`src/design/pse_pkg.sv`:
```
// Shared types, constants and helper functions for the stored-block PNG encoder.
// Used by the front, queue, back and top-level modules. No dependencies.
package pse_pkg;

    localparam int unsigned MAX_DIM   = 16384;
    localparam int unsigned BLOCK_LEN = 65535;
    localparam int unsigned ADLER_MOD = 65521;
    localparam int unsigned QUEUE_DEPTH = 4;
    localparam int unsigned QUEUE_AW    = $clog2(QUEUE_DEPTH);
    localparam int unsigned PADDR_W     = 4;

    localparam logic [1:0] REG_WIDTH    = 2'd0;
    localparam logic [1:0] REG_HEIGHT   = 2'd1;
    localparam logic [1:0] REG_CHANNELS = 2'd2;

    localparam logic [31:0] CRC_POLY  = 32'hedb88320;
    localparam logic [31:0] CRC_INIT  = 32'hffffffff;
    localparam logic [31:0] IEND_CRC  = 32'hae426082;

    localparam logic [5:0] HDR_LAST = 6'd42;
    localparam logic [5:0] BH_LAST  = 6'd4;
    localparam logic [5:0] TRL_LAST = 6'd19;

    // One queued work word: what the back end has to emit for one sample.
    typedef struct packed {
        logic [7:0]  sample;
        logic        err;
        logic        hdr;
        logic        bh1;
        logic        filt;
        logic        bh2;
        logic        trl;
        logic        fin;
        logic [15:0] blk_len;
    } job_t;

    // Image geometry derived from the configuration registers.
    typedef struct packed {
        logic [14:0] width;
        logic [14:0] height;
        logic [7:0]  ctype;
        logic [31:0] idat_len;
    } img_info_t;

    function automatic logic [31:0] crc_byte(input logic [31:0] c, input logic [7:0] b);
        logic [31:0] r;
        r = c ^ {24'd0, b};
        for (int k = 0; k < 8; k++) begin
            r = (r >> 1) ^ (r[0] ? CRC_POLY : 32'd0);
        end
        return r;
    endfunction

endpackage

```
`src/design/pse_front.sv`:
```
// Front end: configuration registers, image geometry, and per-sample
// classification into queued work words. Depends on pse_pkg.
module pse_front (
    input  logic                         aclk,
    input  logic                         aresetn,
    input  logic                         psel,
    input  logic                         penable,
    input  logic                         pwrite,
    input  logic [pse_pkg::PADDR_W-1:0]  paddr,
    input  logic [31:0]                  pwdata,
    output logic [31:0]                  prdata,
    input  logic                         in_push,
    input  logic [7:0]                   in_sample,
    output logic                         cfg_busy,
    output pse_pkg::job_t                job,
    output pse_pkg::img_info_t           info
);

    localparam logic [1:0] REG_WIDTH_SEL    = pse_pkg::REG_WIDTH;
    localparam logic [1:0] REG_HEIGHT_SEL   = pse_pkg::REG_HEIGHT;
    localparam logic [1:0] REG_CHANNELS_SEL = pse_pkg::REG_CHANNELS;

    logic [14:0] width_reg;
    logic [14:0] height_reg;
    logic [2:0]  chan_reg;
    logic [2:0]  hold_reg;

    logic [14:0] wc_reg;
    logic [14:0] hc_reg;
    logic [16:0] row_len_reg;
    logic [30:0] raw_total_reg;
    logic [16:0] nblocks_reg;
    logic [31:0] idat_len_reg;
    logic [7:0]  ctype_reg;

    logic [30:0] sp_reg, sp_next;
    logic [16:0] rp_reg, rp_next;
    logic [15:0] bp_reg, bp_next;
    logic        hs_reg, hs_next;

    logic        wr_en;
    logic        ch_ok;
    logic [14:0] wc_c;
    logic [14:0] hc_c;
    logic [16:0] row_len_c;
    logic [32:0] tdiv;
    logic [32:0] qdiv;

    assign wr_en = psel && penable && pwrite;

    always_comb begin
        case (paddr[3:2])
            REG_WIDTH_SEL:    prdata = {17'd0, width_reg};
            REG_HEIGHT_SEL:   prdata = {17'd0, height_reg};
            REG_CHANNELS_SEL: prdata = {29'd0, chan_reg};
            default:          prdata = 32'd0;
        endcase
    end

    always_ff @(posedge aclk) begin
        if (!aresetn) begin
            width_reg  <= 15'd64;
            height_reg <= 15'd64;
            chan_reg   <= 3'd3;
        end else if (wr_en) begin
            if (paddr[3:2] == pse_pkg::REG_WIDTH) begin
                width_reg <= pwdata[14:0];
            end
            if (paddr[3:2] == pse_pkg::REG_HEIGHT) begin
                height_reg <= pwdata[14:0];
            end
            if (paddr[3:2] == pse_pkg::REG_CHANNELS) begin
                chan_reg <= pwdata[2:0];
            end
        end
    end

    // Input is held off after reset or a register write until the geometry pipeline
    // has settled.
    always_ff @(posedge aclk) begin
        if (!aresetn) begin
            hold_reg <= 3'd4;
        end else if (wr_en) begin
            hold_reg <= 3'd4;
        end else if (hold_reg != 3'd0) begin
            hold_reg <= hold_reg - 3'd1;
        end
    end

    assign cfg_busy = (hold_reg != 3'd0);

    assign ch_ok = (chan_reg == 3'd1) || (chan_reg == 3'd3) || (chan_reg == 3'd4);

    always_comb begin
        if (width_reg < 15'd8) begin
            wc_c = 15'd8;
        end else if (width_reg > 15'(pse_pkg::MAX_DIM)) begin
            wc_c = 15'(pse_pkg::MAX_DIM);
        end else begin
            wc_c = width_reg;
        end
        if (height_reg < 15'd1) begin
            hc_c = 15'd1;
        end else if (height_reg > 15'(pse_pkg::MAX_DIM)) begin
            hc_c = 15'(pse_pkg::MAX_DIM);
        end else begin
            hc_c = height_reg;
        end
        case (chan_reg)
            3'd3:    row_len_c = {2'd0, wc_c} + {1'b0, wc_c, 1'b0} + 17'd1;
            3'd4:    row_len_c = {wc_c, 2'b00} + 17'd1;
            default: row_len_c = {2'd0, wc_c} + 17'd1;
        endcase
    end

    // Blocks = ceil(raw / 65535); divide by 65535 via (t + t/65536 + 1) / 65536.
    assign tdiv = {2'd0, raw_total_reg} + 33'(pse_pkg::BLOCK_LEN - 1);
    assign qdiv = tdiv + {16'd0, tdiv[32:16]} + 33'd1;

    // Geometry pipeline; the user must change registers only while the block is idle; unchecked.
    always_ff @(posedge aclk) begin
        wc_reg        <= wc_c;
        hc_reg        <= hc_c;
        row_len_reg   <= row_len_c;
        raw_total_reg <= 31'(row_len_reg * hc_reg);
        nblocks_reg   <= qdiv[32:16];
        idat_len_reg  <= {1'b0, raw_total_reg} + 32'(nblocks_reg) * 32'd5 + 32'd6;
        case (chan_reg)
            3'd3:    ctype_reg <= 8'd2;
            3'd4:    ctype_reg <= 8'd6;
            default: ctype_reg <= 8'd0;
        endcase
    end

    assign info.width    = wc_reg;
    assign info.height   = hc_reg;
    assign info.ctype    = ctype_reg;
    assign info.idat_len = idat_len_reg;

    logic        filt, bh1, bh2, trl;
    logic [15:0] bp1, bp2;
    logic [30:0] sp1, sp2, sp_eff, rem;
    logic [16:0] rp2;
    logic        more;

    always_comb begin
        filt   = (rp_reg == 17'd0);
        bh1    = filt && (bp_reg == 16'd0);
        bp1    = bp_reg;
        if (filt) begin
            bp1 = (bp_reg == 16'(pse_pkg::BLOCK_LEN - 1)) ? 16'd0 : bp_reg + 16'd1;
        end
        sp1    = sp_reg + {30'd0, filt};
        bh2    = (bp1 == 16'd0);
        bp2    = (bp1 == 16'(pse_pkg::BLOCK_LEN - 1)) ? 16'd0 : bp1 + 16'd1;
        sp2    = sp1 + 31'd1;
        rp2    = (filt ? 17'd1 : rp_reg) + 17'd1;
        trl    = (sp2 >= raw_total_reg);
        sp_eff = bh1 ? sp_reg : sp1;
        more   = raw_total_reg > sp_eff;
        rem    = raw_total_reg - sp_eff;

        job.sample  = in_sample;
        job.err     = !ch_ok;
        job.hdr     = !hs_reg;
        job.bh1     = bh1;
        job.filt    = filt;
        job.bh2     = bh2;
        job.trl     = trl;
        job.fin     = !more || (rem <= 31'(pse_pkg::BLOCK_LEN));
        if (!more) begin
            job.blk_len = 16'd1;
        end else if (rem < 31'(pse_pkg::BLOCK_LEN)) begin
            job.blk_len = rem[15:0];
        end else begin
            job.blk_len = 16'(pse_pkg::BLOCK_LEN);
        end

        sp_next = sp_reg;
        rp_next = rp_reg;
        bp_next = bp_reg;
        hs_next = hs_reg;
        if (in_push && ch_ok) begin
            if (trl) begin
                sp_next = 31'd0;
                rp_next = 17'd0;
                bp_next = 16'd0;
                hs_next = 1'b0;
            end else begin
                sp_next = sp2;
                rp_next = (rp2 >= row_len_reg) ? 17'd0 : rp2;
                bp_next = bp2;
                hs_next = 1'b1;
            end
        end
    end

    always_ff @(posedge aclk) begin
        if (!aresetn) begin
            sp_reg <= 31'd0;
            rp_reg <= 17'd0;
            bp_reg <= 16'd0;
            hs_reg <= 1'b0;
        end else begin
            sp_reg <= sp_next;
            rp_reg <= rp_next;
            bp_reg <= bp_next;
            hs_reg <= hs_next;
        end
    end

endmodule

```
`src/design/pse_queue.sv`:
```
// Short first-in first-out queue of work words between front and back end.
// Depends on pse_pkg.
module pse_queue (
    input  logic           aclk,
    input  logic           aresetn,
    input  logic           push,
    input  pse_pkg::job_t  push_job,
    input  logic           pop,
    output pse_pkg::job_t  head_job,
    output logic           full,
    output logic           empty
);

    pse_pkg::job_t entry_reg [pse_pkg::QUEUE_DEPTH];
    logic [pse_pkg::QUEUE_AW-1:0] wp_reg, rp_reg;
    logic [pse_pkg::QUEUE_AW:0]   cnt_reg;

    assign full     = (cnt_reg == (pse_pkg::QUEUE_AW+1)'(pse_pkg::QUEUE_DEPTH));
    assign empty    = (cnt_reg == '0);
    assign head_job = entry_reg[rp_reg];

    always_ff @(posedge aclk) begin
        if (push) begin
            entry_reg[wp_reg] <= push_job;
        end
    end

    always_ff @(posedge aclk) begin
        if (!aresetn) begin
            wp_reg  <= '0;
            rp_reg  <= '0;
            cnt_reg <= '0;
        end else begin
            if (push) begin
                wp_reg <= wp_reg + 1'b1;
            end
            if (pop) begin
                rp_reg <= rp_reg + 1'b1;
            end
            case ({push, pop})
                2'b10:   cnt_reg <= cnt_reg + 1'b1;
                2'b01:   cnt_reg <= cnt_reg - 1'b1;
                default: cnt_reg <= cnt_reg;
            endcase
        end
    end

endmodule

```
`src/design/pse_back.sv`:
```
// Back end: expands queued work words into PNG bytes, one per cycle unless
// m_ready stalls, and keeps the running CRC-32 and Adler-32. Depends on pse_pkg.
module pse_back (
    input  logic               aclk,
    input  logic               aresetn,
    input  pse_pkg::job_t      head_job,
    input  logic               empty,
    output logic               pop,
    input  pse_pkg::img_info_t info,
    output logic               m_valid,
    input  logic               m_ready,
    output logic [7:0]         m_out_byte,
    output logic               m_last_of_run,
    output logic               m_end_of_file,
    output logic               m_format_error
);

    typedef enum logic [2:0] {
        PH_HDR, PH_BH1, PH_FILT, PH_BH2, PH_SAMP, PH_TRL, PH_ERR, PH_DONE
    } phase_t;

    phase_t      phase_reg;
    logic        start_reg;
    logic [5:0]  idx_reg;
    logic [31:0] crc_reg;
    logic [15:0] alo_reg;
    logic [15:0] ahi_reg;
    logic        mv_reg;
    logic [7:0]  mb_reg;
    logic        ml_reg, me_reg, mf_reg;

    phase_t      cur_ph, nxt_ph;
    logic [5:0]  cur_idx;
    logic [5:0]  last_idx;
    logic        adv, emit, at_last;
    logic [7:0]  b;
    logic        use_crc, crc_rst, use_adler;
    logic [31:0] crc_base;
    logic [15:0] nlen;
    logic [16:0] lo_sum, hi_sum;
    logic [15:0] alo_new, ahi_new;

    always_comb begin
        if (head_job.err) begin
            cur_ph = PH_ERR;
        end else if (head_job.hdr) begin
            cur_ph = PH_HDR;
        end else if (head_job.bh1) begin
            cur_ph = PH_BH1;
        end else if (head_job.filt) begin
            cur_ph = PH_FILT;
        end else if (head_job.bh2) begin
            cur_ph = PH_BH2;
        end else begin
            cur_ph = PH_SAMP;
        end
        if (!start_reg) begin
            cur_ph = phase_reg;
        end
        cur_idx = start_reg ? 6'd0 : idx_reg;

        case (cur_ph)
            PH_HDR:  nxt_ph = head_job.bh1 ? PH_BH1 : (head_job.filt ? PH_FILT :
                              (head_job.bh2 ? PH_BH2 : PH_SAMP));
            PH_BH1:  nxt_ph = PH_FILT;
            PH_FILT: nxt_ph = head_job.bh2 ? PH_BH2 : PH_SAMP;
            PH_BH2:  nxt_ph = PH_SAMP;
            PH_SAMP: nxt_ph = head_job.trl ? PH_TRL : PH_DONE;
            default: nxt_ph = PH_DONE;
        endcase

        case (cur_ph)
            PH_HDR:  last_idx = pse_pkg::HDR_LAST;
            PH_BH1:  last_idx = pse_pkg::BH_LAST;
            PH_BH2:  last_idx = pse_pkg::BH_LAST;
            PH_TRL:  last_idx = pse_pkg::TRL_LAST;
            default: last_idx = 6'd0;
        endcase
        at_last = (cur_idx == last_idx);
    end

    always_comb begin
        b         = 8'd0;
        use_crc   = 1'b0;
        crc_rst   = 1'b0;
        use_adler = 1'b0;
        nlen      = ~head_job.blk_len;
        case (cur_ph)
            PH_HDR: begin
                case (cur_idx)
                    6'd0:  b = 8'd137;
                    6'd1:  b = 8'd80;
                    6'd2:  b = 8'd78;
                    6'd3:  b = 8'd71;
                    6'd4:  b = 8'd13;
                    6'd5:  b = 8'd10;
                    6'd6:  b = 8'd26;
                    6'd7:  b = 8'd10;
                    6'd11: b = 8'd13;
                    6'd12: b = 8'h49;
                    6'd13: b = 8'h48;
                    6'd14: b = 8'h44;
                    6'd15: b = 8'h52;
                    6'd18: b = {1'b0, info.width[14:8]};
                    6'd19: b = info.width[7:0];
                    6'd22: b = {1'b0, info.height[14:8]};
                    6'd23: b = info.height[7:0];
                    6'd24: b = 8'd8;
                    6'd25: b = info.ctype;
                    6'd29: b = ~crc_reg[31:24];
                    6'd30: b = ~crc_reg[23:16];
                    6'd31: b = ~crc_reg[15:8];
                    6'd32: b = ~crc_reg[7:0];
                    6'd33: b = info.idat_len[31:24];
                    6'd34: b = info.idat_len[23:16];
                    6'd35: b = info.idat_len[15:8];
                    6'd36: b = info.idat_len[7:0];
                    6'd37: b = 8'h49;
                    6'd38: b = 8'h44;
                    6'd39: b = 8'h41;
                    6'd40: b = 8'h54;
                    6'd41: b = 8'h78;
                    6'd42: b = 8'h01;
                    default: b = 8'd0;
                endcase
                use_crc = ((cur_idx >= 6'd12) && (cur_idx <= 6'd28)) || (cur_idx >= 6'd37);
                crc_rst = (cur_idx == 6'd12) || (cur_idx == 6'd37);
            end
            PH_BH1, PH_BH2: begin
                case (cur_idx)
                    6'd0:    b = {7'd0, head_job.fin};
                    6'd1:    b = head_job.blk_len[7:0];
                    6'd2:    b = head_job.blk_len[15:8];
                    6'd3:    b = nlen[7:0];
                    default: b = nlen[15:8];
                endcase
                use_crc = 1'b1;
            end
            PH_FILT: begin
                b         = 8'd0;
                use_crc   = 1'b1;
                use_adler = 1'b1;
            end
            PH_SAMP: begin
                b         = head_job.sample;
                use_crc   = 1'b1;
                use_adler = 1'b1;
            end
            PH_TRL: begin
                case (cur_idx)
                    6'd0:  b = ahi_reg[15:8];
                    6'd1:  b = ahi_reg[7:0];
                    6'd2:  b = alo_reg[15:8];
                    6'd3:  b = alo_reg[7:0];
                    6'd4:  b = ~crc_reg[31:24];
                    6'd5:  b = ~crc_reg[23:16];
                    6'd6:  b = ~crc_reg[15:8];
                    6'd7:  b = ~crc_reg[7:0];
                    6'd12: b = 8'h49;
                    6'd13: b = 8'h45;
                    6'd14: b = 8'h4e;
                    6'd15: b = 8'h44;
                    6'd16: b = pse_pkg::IEND_CRC[31:24];
                    6'd17: b = pse_pkg::IEND_CRC[23:16];
                    6'd18: b = pse_pkg::IEND_CRC[15:8];
                    6'd19: b = pse_pkg::IEND_CRC[7:0];
                    default: b = 8'd0;
                endcase
                use_crc = (cur_idx <= 6'd3);
            end
            default: b = 8'd0;
        endcase
    end

    assign crc_base = crc_rst ? pse_pkg::CRC_INIT : crc_reg;

    // Adler sums stay below the modulus, so one conditional subtract each.
    always_comb begin
        lo_sum  = {1'b0, alo_reg} + {9'd0, b};
        alo_new = (lo_sum >= 17'(pse_pkg::ADLER_MOD)) ?
                  16'(lo_sum - 17'(pse_pkg::ADLER_MOD)) : lo_sum[15:0];
        hi_sum  = {1'b0, ahi_reg} + {1'b0, alo_new};
        ahi_new = (hi_sum >= 17'(pse_pkg::ADLER_MOD)) ?
                  16'(hi_sum - 17'(pse_pkg::ADLER_MOD)) : hi_sum[15:0];
    end

    assign adv  = !mv_reg || m_ready;
    assign emit = adv && !empty;
    assign pop  = emit && at_last && (nxt_ph == PH_DONE);

    always_ff @(posedge aclk) begin
        if (!aresetn) begin
            start_reg <= 1'b1;
            phase_reg <= PH_DONE;
            idx_reg   <= 6'd0;
            crc_reg   <= pse_pkg::CRC_INIT;
            alo_reg   <= 16'd1;
            ahi_reg   <= 16'd0;
            mv_reg    <= 1'b0;
        end else begin
            if (emit) begin
                mv_reg <= 1'b1;
                if (at_last) begin
                    idx_reg   <= 6'd0;
                    phase_reg <= nxt_ph;
                    start_reg <= (nxt_ph == PH_DONE);
                end else begin
                    idx_reg   <= cur_idx + 6'd1;
                    phase_reg <= cur_ph;
                    start_reg <= 1'b0;
                end
                if (cur_ph == PH_TRL && at_last) begin
                    crc_reg <= pse_pkg::CRC_INIT;
                    alo_reg <= 16'd1;
                    ahi_reg <= 16'd0;
                end else begin
                    if (use_crc) begin
                        crc_reg <= pse_pkg::crc_byte(crc_base, b);
                    end
                    if (use_adler) begin
                        alo_reg <= alo_new;
                        ahi_reg <= ahi_new;
                    end
                end
            end else if (m_ready) begin
                mv_reg <= 1'b0;
            end
        end
    end

    always_ff @(posedge aclk) begin
        if (emit) begin
            mb_reg <= b;
            ml_reg <= pop;
            me_reg <= (cur_ph == PH_TRL) && at_last;
            mf_reg <= (cur_ph == PH_ERR);
        end
    end

    assign m_valid        = mv_reg;
    assign m_out_byte     = mb_reg;
    assign m_last_of_run  = ml_reg;
    assign m_end_of_file  = me_reg;
    assign m_format_error = mf_reg;

endmodule

```
`src/design/png_stored_encoder.sv`:
```
// Stored-block PNG encoder: one sample word in, the PNG file out as byte words.
// The first byte of an accepted sample passes the queue and the output register.
// Throughput: one output byte per cycle while m_ready is high; a plain sample gives
// one byte, the first sample of an image adds 43 header bytes, a row start adds a
// filter byte, a block start adds 5 more, the last sample adds 20 trailer bytes,
// set by the sequencer. Reset (aresetn low, synchronous) restores default registers
// and an empty queue; input is held off after reset and after each register write.
module png_stored_encoder (
    input  logic                         aclk,
    input  logic                         aresetn,
    input  logic                         psel,
    input  logic                         penable,
    input  logic                         pwrite,
    input  logic [pse_pkg::PADDR_W-1:0]  paddr,
    input  logic [31:0]                  pwdata,
    output logic [31:0]                  prdata,
    output logic                         pready,
    input  logic                         s_valid,
    output logic                         s_ready,
    input  logic [7:0]                   s_sample_byte,
    output logic                         m_valid,
    input  logic                         m_ready,
    output logic [7:0]                   m_out_byte,
    output logic                         m_last_of_run,
    output logic                         m_end_of_file,
    output logic                         m_format_error
);

    pse_pkg::job_t      new_job;
    pse_pkg::job_t      head_job;
    pse_pkg::img_info_t info;
    logic               push, pop, full, empty;
    logic               cfg_busy;

    assign pready  = 1'b1;
    assign s_ready = !full && !cfg_busy;
    assign push    = s_valid && s_ready;

    pse_front u_front (
        .aclk      (aclk),
        .aresetn   (aresetn),
        .psel      (psel),
        .penable   (penable),
        .pwrite    (pwrite),
        .paddr     (paddr),
        .pwdata    (pwdata),
        .prdata    (prdata),
        .in_push   (push),
        .in_sample (s_sample_byte),
        .cfg_busy  (cfg_busy),
        .job       (new_job),
        .info      (info)
    );

    pse_queue u_queue (
        .aclk     (aclk),
        .aresetn  (aresetn),
        .push     (push),
        .push_job (new_job),
        .pop      (pop),
        .head_job (head_job),
        .full     (full),
        .empty    (empty)
    );

    pse_back u_back (
        .aclk           (aclk),
        .aresetn        (aresetn),
        .head_job       (head_job),
        .empty          (empty),
        .pop            (pop),
        .info           (info),
        .m_valid        (m_valid),
        .m_ready        (m_ready),
        .m_out_byte     (m_out_byte),
        .m_last_of_run  (m_last_of_run),
        .m_end_of_file  (m_end_of_file),
        .m_format_error (m_format_error)
    );

endmodule
```
`config.mk`:
```
export PLATFORM = sky130hd
export DESIGN_NAME = png_stored_encoder
export DESIGN_NICKNAME = d
export VERILOG_FILES = /design/src/design/pse_pkg.sv /design/src/design/pse_front.sv /design/src/design/pse_queue.sv /design/src/design/pse_back.sv /design/src/design/png_stored_encoder.sv
export SDC_FILE = /design/constraint.sdc
export NUM_CORES = 2
export LEC_CHECK = 0
export ABC_AREA = 1
export BUFFER_PORTS_ARGS = -buffer_cell sky130_fd_sc_hd__buf_2
export CORE_MARGIN = 2
export CORE_UTILIZATION = 59
export CTS_CLUSTER_SIZE = 25
export DETAILED_ROUTE_END_ITERATION = 16
export PLACE_DENSITY = 0.83
export SKIP_CTS_REPAIR_TIMING = 1
export SLEW_MARGIN = 30
export SYNTH_ARGS = -nofsm -noshare
export SYNTH_HDL_FRONTEND = slang
export SYNTH_HIERARCHICAL = 1
export SYNTH_SLANG_ARGS = --single-unit
```
`constraint.sdc`:
```
create_clock -name aclk -period 6.4 [get_ports aclk]
set_input_delay 0.64 -clock aclk [delete_from_list [all_inputs] [get_ports aclk]]
set_output_delay 0.64 -clock aclk [all_outputs]
set_load 0.01 [all_outputs]
```
=== Yosys cells after proc, flatten, opt, wreduce, memory -nomap -nowiden ===
Memories as Yosys holds them, arrays and structs flattened. A register that Yosys moved wholly into a read port is not among the register bits.
Cells that the tools add are included.

* Latch bits: 0
* Bits in registers: 324
* Memories: 1
* Logic and storage cells: 252
* Memory bits (read-only): 0
* Output and inout port bits: 46
* Input port bits: 51
* Bits in writable memories: 124

{| class="wikitable"
|+ Memories
! name !! words !! width !! rd ports !! clocked after Yosys merged registers in !! wr ports !! line !! RTL
|-
| u_queue.entry_reg || 4 || 31 || 1 || 1 || 1 || pse_queue.sv:14 || <nowiki>pse_pkg::job_t entry_reg [pse_pkg::QUEUE_DEPTH];</nowiki>
|}

* Muxes and demuxes: 62
* Shift-type cells: 0
* Add/subtract/negate cells: 25
* Reductions and logical operators: 50
* Equal/unequal tests: 52
* $mul: 2
* Bitwise gates (word level): 15
* Magnitude comparators: 15
* Div/mod/pow operators: 0

{| class="wikitable"
|+ Operators by type and width
! cell !! count
|-
| 32-bit two-way mux || 11
|-
| 31-bit by 32-bit XOR with 32-bit output || 8
|-
| 8-bit case mux with 29 select lines || 1
|-
| 16-bit two-way mux || 12
|-
| 8-bit case mux with 16 select lines || 1
|-
| 6-bit by 5-bit == test with 1-bit output (second input constant) || 11
|-
| 6-bit == test (second input constant) || 11
|-
| 8-bit case mux with 4 select lines || 2
|-
| 31-bit two-way mux || 2
|-
| 17-bit by 1-bit adder with 17-bit output (second input constant) || 3
|-
| 17-bit two-way mux || 3
|-
| 15-bit two-way mux || 3
|-
| 15-bit case mux with 3 select lines || 1
|-
| 17-bit by 16-bit >= comparator with 1-bit output (second input constant) || 2
|-
| 17-bit case mux with 2 select lines || 1
|-
| 33-bit by 1-bit adder with 33-bit output (second input constant) || 1
|-
| 33-bit by 17-bit adder with 33-bit output || 1
|-
| 16-bit by 1-bit adder with 16-bit output (second input constant) || 2
|-
| 31-bit by 16-bit adder with 32-bit output (second input constant) || 1
|-
| 31-bit by 20-bit adder with 32-bit output || 1
|-
| 32-bit by 3-bit adder with 32-bit output (second input constant) || 1
|-
| 16-bit == test (second input constant) || 2
|-
| 16-bit zero test || 2
|-
| 8-bit NOT || 4
|-
| other kinds (59) || 134
|}

=== Longest topological paths before layout ===
* Depth in word-level cells: 28
* Gate-level depth with buffers: 57
* Mapped depth without buffers: 55

=== Modules after synthesis ===
The synthesis kept the hierarchy.

{| class="wikitable"
|+ By module, submodules not included
! module !! area each (sq um) !! seq. area each (sq um) !! times used !! cells an instance
|-
| pse_front || 28,115.7 || 4,604.4 || 1 || 4,242
|-
| pse_back || 9,746.8 || 1,831.8 || 1 || 1,734
|-
| pse_queue || 5,081.1 || 3,903.7 || 1 || 357
|-
| png_stored_encoder || 38.8 || 0.0 || 1 || 8
|}

=== Worst setup path before layout ===
No wires, ideal clock.

* Kind: register -> register
* Start point: reg with a tool-made name
* End point: reg u_back.ahi_reg[6]
* Arrival time: 6.341 ns
* Buffers on the path: 3
* Setup slack: -0.074 ns
* Required time: 6.268 ns
* Cell stages (with the launch flop): 51
* Cell sequence: dfxtp_1 -> buf_6 -> inv_8 -> buf_6 -> nor2_1 -> o22ai_1 -> inv_1 -> o21ai_0 -> nand2_1 -> o21ai_2 -> nor2_8 -> nand2_4 -> inv_2 -> nand2_1 -> nand2_1 -> a21oi_2 -> nand2_2 -> ha_1 -> (+15 left out) -> and2_1 -> ha_1 -> nand2_1 -> o21ai_0 -> inv_1 -> nand2_1 -> xnor2_1 -> nor2_1 -> nand2_1 -> nor2_1 -> nand4_1 -> nand2_1 -> nand2_1 -> nand2_1 -> buf_2 -> nand3_1 -> nand3_1 -> a21oi_1

{| class="wikitable"
|+ RTL lines
! item !! line !! RTL
|-
| end signal: assignment || pse_back.sv:222 || <nowiki>ahi_reg <= ahi_new;</nowiki>
|-
| end: declaration || pse_back.sv:27 || <nowiki>logic [15:0] ahi_reg;</nowiki>
|}

==> impl_metrics.env <==
export IMPL_ys_flop_type="dfxtp_1"
export IMPL_path_common_cell="nand2_1"
export IMPL_drv_slew=0
export IMPL_slowest_stage="dfxtp_4"
export IMPL_avgRoutedWirePerCell_um=18.4
export IMPL_drv_cap=0
export IMPL_finalSetupTns_ns=-2.00
export IMPL_period_share_pct=103
export IMPL_endpoint_kind="flip-flop"
export IMPL_vias_per_cell=5.71
export IMPL_area_delta_synth_final_pct=14.0
export IMPL_grt_pass1_vias=41200
export IMPL_die_width_um=274
export IMPL_crit_fanout=18
export IMPL_violations="setup timing"
export IMPL_stdcell_area_um2=49000
export IMPL_syn_inst=6341
export IMPL_drt_wl_total_mm=140
export IMPL_numCtsBuffers=51
export IMPL_cts_tree="yes"
export IMPL_dp_hpwl_mm=108
export IMPL_grt_pass1_wl_mm=217
export IMPL_finalSetupViolCount=16
export IMPL_ys_seq_elements=449
export IMPL_arrival_ns=7.05
export IMPL_fp_dieH_um=274
export IMPL_gp_congestion=1.04
export IMPL_clk_latency_ns=0.65
export IMPL_hold_class="in -> reg"
export IMPL_fin_util_pct=68.2
export IMPL_drc=0
export IMPL_slew_headroom_pct=34.1
export IMPL_tightest_slew_ns=0.984
export IMPL_clockBufferDepth=3
export IMPL_place_ws_ns=-0.554
export IMPL_startpoint_type="flip-flop"
export IMPL_ys_async_sr_fraction_pct=0
export IMPL_pin_count=97
export IMPL_required_ns=6.89
export IMPL_critPathMaxStageDelay_ns=0.40
export IMPL_cts_root_buffer="clkbuf_16"
export IMPL_syn_cell_area_um2=43000
export IMPL_drive_gt1_share_pct=12.9
export IMPL_timing_final_ws_setup_ns=-0.161
export IMPL_fmax_mhz=152
export IMPL_powerDensity_nw_per_um2=308
export IMPL_antenna_found_initial=3
export IMPL_finalNetCount=7190
export IMPL_fillers=6155
export IMPL_cts_sinks=449
export IMPL_rsz0062_at_grt="yes"
export IMPL_clk_transition_reported_paths_ns=0.06
export IMPL_ys_seq_area_share_pct=24.1
export IMPL_avgSynthCellArea_um2=6.78
export IMPL_overflow=0
export IMPL_min_period_ns=6.56
export IMPL_rows=98
export IMPL_multi_input_area_um2=28800
export IMPL_portBuffers=59
export IMPL_hold_slack_ns=0.211
export IMPL_postRouteAntennaNets=0
export IMPL_p_leak_uw=0.0247
export IMPL_core_um2=71900
export IMPL_finalHoldViolations=0
export IMPL_dpl_cell_area_um2=46000
export IMPL_synth_edf_count=135
export IMPL_vias=43500
export IMPL_track_usage_pct=36.3
export IMPL_yosys_warnings=6
export IMPL_grt_max_degree=69
export IMPL_die_area_um2=75000
export IMPL_synth_top_area_share_pct=15.9
export IMPL_ir_worst_vdd_mv=0.343
export IMPL_largest_reg_flops=124
export IMPL_antennaDiodeCount=0
export IMPL_regArea_um2=10400
export IMPL_h_tree_depth=2
export IMPL_initial_core_util_pct=59.8
export IMPL_first_iter_violations=4513
export IMPL_yosysTopAreaCell="nand2_1"
export IMPL_yosys_top_cells_area="nand2_1, dfxtp_1, fa_1"
export IMPL_ys_types=67
export IMPL_dr_pass1_iters=6
export IMPL_crit_type="reg -> reg"
export IMPL_clock_skew_ns=0.0410
export IMPL_status="complete, but fails checks"
## where the power goes
group / internal, µW / switching, µW / total [µW]
logic: 2910 / 5380 / 8290
clock network: 1770 / 1340 / 3110
registers: 3380 / 303 / 3680
total: 8060 / 7020 / 15100
## critical path, delay by kind of cell (launching register included)
family	cells	cell delay, ns
and+or+nand+nor	31	2.94
adders and majority gates	4	1.11
AOI/OAI and AO/OA	7	1.01
buffers and inverters	8	0.87
DFF	1	0.40
xor gates and xnor gates	1	0.10
## placed cells by master, fill, tap and decap left out, types with 212 or more instances in the layout
cell	count
ha_1	288
o21ai_0	235
nor2_1	565
dfxtp_1	306
buf_4	343
fa_1	212
a21oi_1	345
inv_1	941
nand2_1	1784
nand3_1	391
## metal layers
| metal | part of all wire [%] | global-route usage, % | up-vias |
|---|---|---|---|
| li1 | - | - | 20700 |
| met1 | 39 | 46.0 | 20200 |
| met2 | 46 | 60.8 | 2089 |
| met3 | 9.2 | 5.99 | 478 |
| met4 | 5.2 | 16.6 | 2 |
| met5 | 0.0093 | 0 | - |
## layout make-up
type                       count  share of cell area, %
clock buffer                  68                   3.01
timing repair buffer         425                   6.56
inverter                     971                   7.48
multi-input combinational   4725                   58.7
sequential                   449                   21.1
clock inverter                28                  0.689
tap                          950                   2.43
## metrics by stage
step / total power (µW) / std cells
floorplan: 8800 / 6364
global placement: 11200 / 7489
detailed placement: 11300 / 7489
CTS: 14500 / 7585
global route: 16100 / 7616
finish: 15100 / 7616
## cells by family (layout without fill, tap and decap cells)
logic type / after synthesis / in the layout / synth area share, %
AOI/OAI and AO/OA: 815 / 815 / 10.5
xor gates and xnor gates: 200 / 200 / 4.18
adders and majority gates: 516 / 516 / 18.8
buffers and inverters: 1190 / 1492 / 11.2
DFF: 449 / 449 / 24.1
other: 2 / 25 / 0.0175
and+or+nand+nor: 3169 / 3169 / 31.3
## worst paths after layout
kind | startpoint | to | slack (ns) | cells past startpoint
max | flip-flop | u_back/ahi_reg[13] | -0.16 | 51
min | s_sample_byte[2] | u_queue/entry_reg[3][25] | 0.21 | 1
max reg2reg | flip-flop | u_back/ahi_reg[13] | -0.16 | 51
min reg2reg | u_front/height_reg[14] | u_front/hc_reg[14] | 0.38 | 0
## synth_stat cells (14+ instances only)
cell,instances
a21oi_1,361
and2_1,18
buf_2,26
buf_4,52
buf_6,17
clkbuf_1,121
dfxtp_1,314
edfxtp_1,135
fa_1,214
ha_1,302
inv_1,952
inv_2,15
nand2_1,1823
nand2_2,39
nand3_1,408
nand3_2,14
nand4_1,108
nor2_1,589
nor2_2,39
nor2_4,14
nor3_1,56
o211ai_1,26
o21ai_0,248
o21ai_1,41
o21bai_1,16
o22ai_1,46
or2_2,15
xnor2_1,57
xor2_1,137
(Power assumes the default switching activity.)
